## src/rtl/core/htlp_ram.sv

```systemverilog
module htlp_ram #(
   parameter int WIDTH = 8,
   parameter int DEPTH = 256
) (
   input  logic                     clock,
   input  logic                     wr_en,
   input  logic [$clog2(DEPTH)-1:0] wr_addr,
   input  logic [WIDTH-1:0]         wr_data,
   input  logic [$clog2(DEPTH)-1:0] rd_addr,
   output logic [WIDTH-1:0]         rd_data
);
   logic [WIDTH-1:0] mem_ff [DEPTH];
   logic [WIDTH-1:0] rd_data_ff;

   // write port and registered read port
   always_ff @(posedge clock) begin
      if (wr_en) begin
         mem_ff[wr_addr] <= wr_data;
      end
      rd_data_ff <= mem_ff[rd_addr];
   end

   assign rd_data = rd_data_ff;
endmodule

```

## config.mk

```make
export PLATFORM = sky130hd
export DESIGN_NAME = htlp_ram
export DESIGN_NICKNAME = d
export VERILOG_FILES = /design/src/rtl/core/htlp_ram.sv
export SDC_FILE = /design/constraint.sdc
export NUM_CORES = 2
export LEC_CHECK = 0
export ABC_AREA = 1
export BUFFER_PORTS_ARGS = -buffer_cell sky130_fd_sc_hd__clkbuf_2
export CORE_ASPECT_RATIO = 1.25
export CORE_MARGIN = 2
export CORE_UTILIZATION = 50
export DETAILED_ROUTE_END_ITERATION = 7
export HOLD_SLACK_MARGIN = 0.08
export PLACE_DENSITY = 0.65
export SLEW_MARGIN = 10
export SYNTH_ARGS = -nofsm -noshare
export SYNTH_HDL_FRONTEND = slang
export SYNTH_SLANG_ARGS = --single-unit
```

## constraint.sdc

```tcl
create_clock -name clock -period 6.1 [get_ports clock]
set_clock_uncertainty 0.15 [all_clocks]
set_input_delay 0.915 -clock clock [delete_from_list [all_inputs] [get_ports clock]]
set_output_delay 0.915 -clock clock [all_outputs]
set_load 0.005 [all_outputs]
```

After elaboration in Yosys (flattened, before gate mapping)
Memory sizes are Yosys's and may differ from the RTL's. A register that Yosys moved wholly into a read port is not among the register bits.
Cells that the tools add are included.
{"block": "word_totals", "regBits": 0, "ramBits": 2048, "input_bits": 26, "out_inout_bits": 8, "mem_count": 1}
{"block": "classes", "n_mux": 2}
{"name": "mem_ff", "depth": 256, "word_bits": 8, "read_ports": 1, "rd_ports_with_merged_regs": 1, "wr": 1, "line": "12", "text": "logic [WIDTH-1:0] mem_ff [DEPTH];"}
{"cell": "1-bit two-way mux", "n": 2}

Longest topological paths before layout
{"block": "depth", "word_depth": 2, "mapped_depth": 15}

Worst setup path before layout
Ideal clock, no wire load.
{"block": "synth_path", "path_kind": "input-to-reg", "start": "in wr_en", "end": "mem mem_ff[162][0] (enable)", "setup_time_ps": 370, "arrival_ps": 2036, "slack_ps": 3544, "stages": 4, "n_path_buf": 2, "cell_sequence": "clkbuf_1 nand3_1 clkbuf_1 nor2_1"}
{"block": "synth_between", "elab_chain_cells": 2}
{"element": "start: declaration", "line": "6", "text": "input logic wr_en,"}
{"element": "1-bit two-way mux", "line": "17", "text": "if (wr_en) begin"}
{"element": "1-bit two-way mux (not written as such)", "line": "18", "text": "mem_ff[wr_addr] <= wr_data;"}
{"element": "end: declaration", "line": "12"}
No other way between the ends.

==> flow_metrics.env <==
export IMPL_fin_tns_setup_ns=0
export IMPL_hold_path_startpoint="wr_data[1]"
export IMPL_clockBufferDepth=3
export IMPL_cts_buffers=188
export IMPL_worst_pin_slew_ns=1.46
export IMPL_ys_ff_latch=2056
export IMPL_cts_root_buf="clkbuf_16"
export IMPL_syn_to_final_growth_pct=8.85
export IMPL_endpoint_kind="flop"
export IMPL_setup_violations=0
export IMPL_fin_crit_sh_pct=63.1
export IMPL_drv_slew=0
export IMPL_yosys_warnings=0
export IMPL_final_cells=9169
export IMPL_fmax_ghz=0.260
export IMPL_grt_max_degree=256
export IMPL_start_kind="primary input"
export IMPL_cts_hold_buf=0
export IMPL_routed_via_density=5.90
export IMPL_wirelength_mm=224
export IMPL_drive_above_1_share_pct=5.15
export IMPL_fp_row_count=167
export IMPL_synth_cell_types=14
export IMPL_htreeDepth=4
export IMPL_top_usage_layer="met2"
export IMPL_crit_fanout=255
export IMPL_pre_cts_slack_ns=1.46
export IMPL_cts_repair_timing_setup_buffer_count=0
export IMPL_peakVddDrop_mv=0.327
export IMPL_post_cts_resized=0
export IMPL_setup_ws_ns=2.25
export IMPL_hold_viol=0
export IMPL_grt_ovfl_total=0
export IMPL_critical_path_class="primary input to flop"
export IMPL_pin_count=34
export IMPL_rsz0062_at_grt="no"
export IMPL_netlist_top_cells_count="2123 x nand2_1, 2048 x edfxtp_1, 2019 x nand3_1"
export IMPL_wire_per_inst_um=24.4
export IMPL_antenna_left=0
export IMPL_yosysTopAreaCell="edfxtp_1"
export IMPL_synth_ff_type="edfxtp_1"
export IMPL_synth_top_area_share_pct=73.7
export IMPL_placed_cells=8824
export IMPL_use_met3_pct=3.98
export IMPL_syn_area_um2=83400
export IMPL_crit_required_ns=6.66
export IMPL_period_needed_ns=3.85
export IMPL_drt_pass1_iterations=6
export IMPL_ys_seq_area_share_pct=73.9
export IMPL_syn_avg_cell_area_um2=11.9
export IMPL_cts_sinks=2056
export IMPL_crit_start="rd_addr[0]"
export IMPL_grt_pass1_wl_mm=332
export IMPL_core_area_um2=166000
export IMPL_cts_tree="built"
export IMPL_outcome="completed"
export IMPL_power_leakage_nw=31.1
export IMPL_vias=54100
export IMPL_hold_path_class="primary input to flop"
export IMPL_grt_use_met1_pct=35.2
export IMPL_die_w_um=369
export IMPL_hpwlAfterDp_mm=121
export IMPL_cap_violations=0
export IMPL_antenna_found_initial=6
export IMPL_synth_edf_count=2048
export IMPL_p_per_area_nw_per_um2=317
export IMPL_route_detailed_drc=0
export IMPL_grt_pass1_vias=51641
export IMPL_die_area_um2=170000
export IMPL_start_util_pct=50.3
export IMPL_die_h_um=461
export IMPL_yosys_cell_count_top_type="nand2_1"
export IMPL_syn_inst=7003
export IMPL_clkLatencyLatePin_ns=0.84
export IMPL_drt_iter0_drc=6720
export IMPL_grtUsageTotal_pct=26.1
export IMPL_cp_arrival_ns=4.41
export IMPL_gp_congestion=0.870
export IMPL_relSlewSlack_pct=2.44
export IMPL_ys_top_cells_by_area="edfxtp_1 74%, nand3_1 12%, nand2_1 9.6%"
export IMPL_synthArstFlopShare_pct=0
export IMPL_syn_num_nets=7029
export IMPL_path_clk_slew_ns=0.07
export IMPL_regToRegStartpoint="mem_ff[117][4]"
export IMPL_port_buffers=33
export IMPL_grt_use_met2_pct=42.7
export IMPL_fin_nets=6843
## cell usage in the layout (no fill, tap or decap)
| cell type | Yosys | routed |
|---|---|---|
| buf_12 | 0 | 27 |
| clkinvlp_4 | 0 | 2 |
| nand2_1 | 2123 | 2123 |
| clkinv_1 | 0 | 43 |
| nand3_1 | 2019 | 2019 |
| inv_6 | 0 | 5 |
| inv_2 | 2 | 1 |
| buf_2 | 268 | 1 |
| dfxtp_1 | 8 | 8 |
| diode_2 | 0 | 7 |
| clkbuf_8 | 0 | 5 |
| clkinv_8 | 0 | 2 |
| inv_4 | 1 | 1 |
| clkbuf_1 | 112 | 48 |
| nor2_1 | 283 | 283 |
| inv_1 | 36 | 34 |
| buf_8 | 1 | 11 |
| bufinv_16 | 0 | 13 |
| clkinv_2 | 0 | 26 |
| edfxtp_1 | 2048 | 2048 |
| inv_8 | 0 | 3 |
| inv_16 | 0 | 1 |
| clkbuf_2 | 0 | 20 |
| buf_4 | 46 | 48 |
| clkbuf_16 | 0 | 193 |
## path summary, 6_finish.rpt
kind	endpoint	slack, ns	cells past startpoint
worst max register to register	rd_data[4]	3.91	10
worst min register to register	rd_data[5]	0.83	10
worst max-delay path	rd_data[5]	2.25	13
worst min-delay path	mem_ff[121][1]	0.35	1
## per-stage QoR
| step | util, % | hold slack, ns | total power, W | cell area (µm²) |
|---|---|---|---|---|
| 2_1_floorplan | - | 0.685 | 0.0168 | 83400 |
| 3_3_place_gp | 51.2 | 0.811 | 0.0176 | 84900 |
| 4_1_cts | 54.8 | 0.319 | 0.0288 | 90800 |
| 5_1_grt | 54.8 | 0.352 | 0.0295 | 90800 |
| 3_5_place_dp | 51.2 | 0.811 | 0.0176 | 84900 |
| 6_report | 54.8 | 0.346 | 0.0288 | 90800 |
## logic make-up after synthesis
logic type    Yosys count  share of synthesized area (%)
simple gates         4425                           22.9
buf+inv               522                           3.12
flops                2056                           73.9
## metal layers
layer / vias to the layer above / wire [µm]
met5: - / 40
met2: 2529 / 109000
met1: 26667 / 87900
met4: 6 / 8320
li1: 24450 / -
met3: 448 / 18800
## where the power goes
part | leakage, nW | internal [W] | switching [W]
Combinational | 9.74 | 0.000394 | 0.00133
Sequential | 18.5 | 0.0156 | 0.0000161
Clock | 2.87 | 0.00639 | 0.00506
Total | 31.1 | 0.0224 | 0.00641
## state kept, by name (all words and copies together), names as in the netlist
register,count
rd_data,8
mem_ff,2048
## worst max-delay path, cell delays in order
cell and delay, ns:
buf_8 0.49, inv_16 0.31, buf_4 0.65, nand2_1 0.13, nand3_1 0.08, nand3_1 0.14
nand3_1 0.14, nand3_1 0.10, nand3_1 0.15, nand3_1 0.21, nand2_1 0.18, nand2_1 0.17
nand2_1 0.08
## cell type report
cell class / count / area (µm²)
antenna: 7 / 17.5
inverter: 39 / 180
clock inverter: 92 / 785
timing repair buffer: 107 / 1170
clock buffer: 246 / 5080
tap: 2197 / 2750
multi-input combinational: 4425 / 19100
sequential: 2056 / 61700
fill: 13508 / 74900
Note: power is estimated with default switching activity, not from simulation.
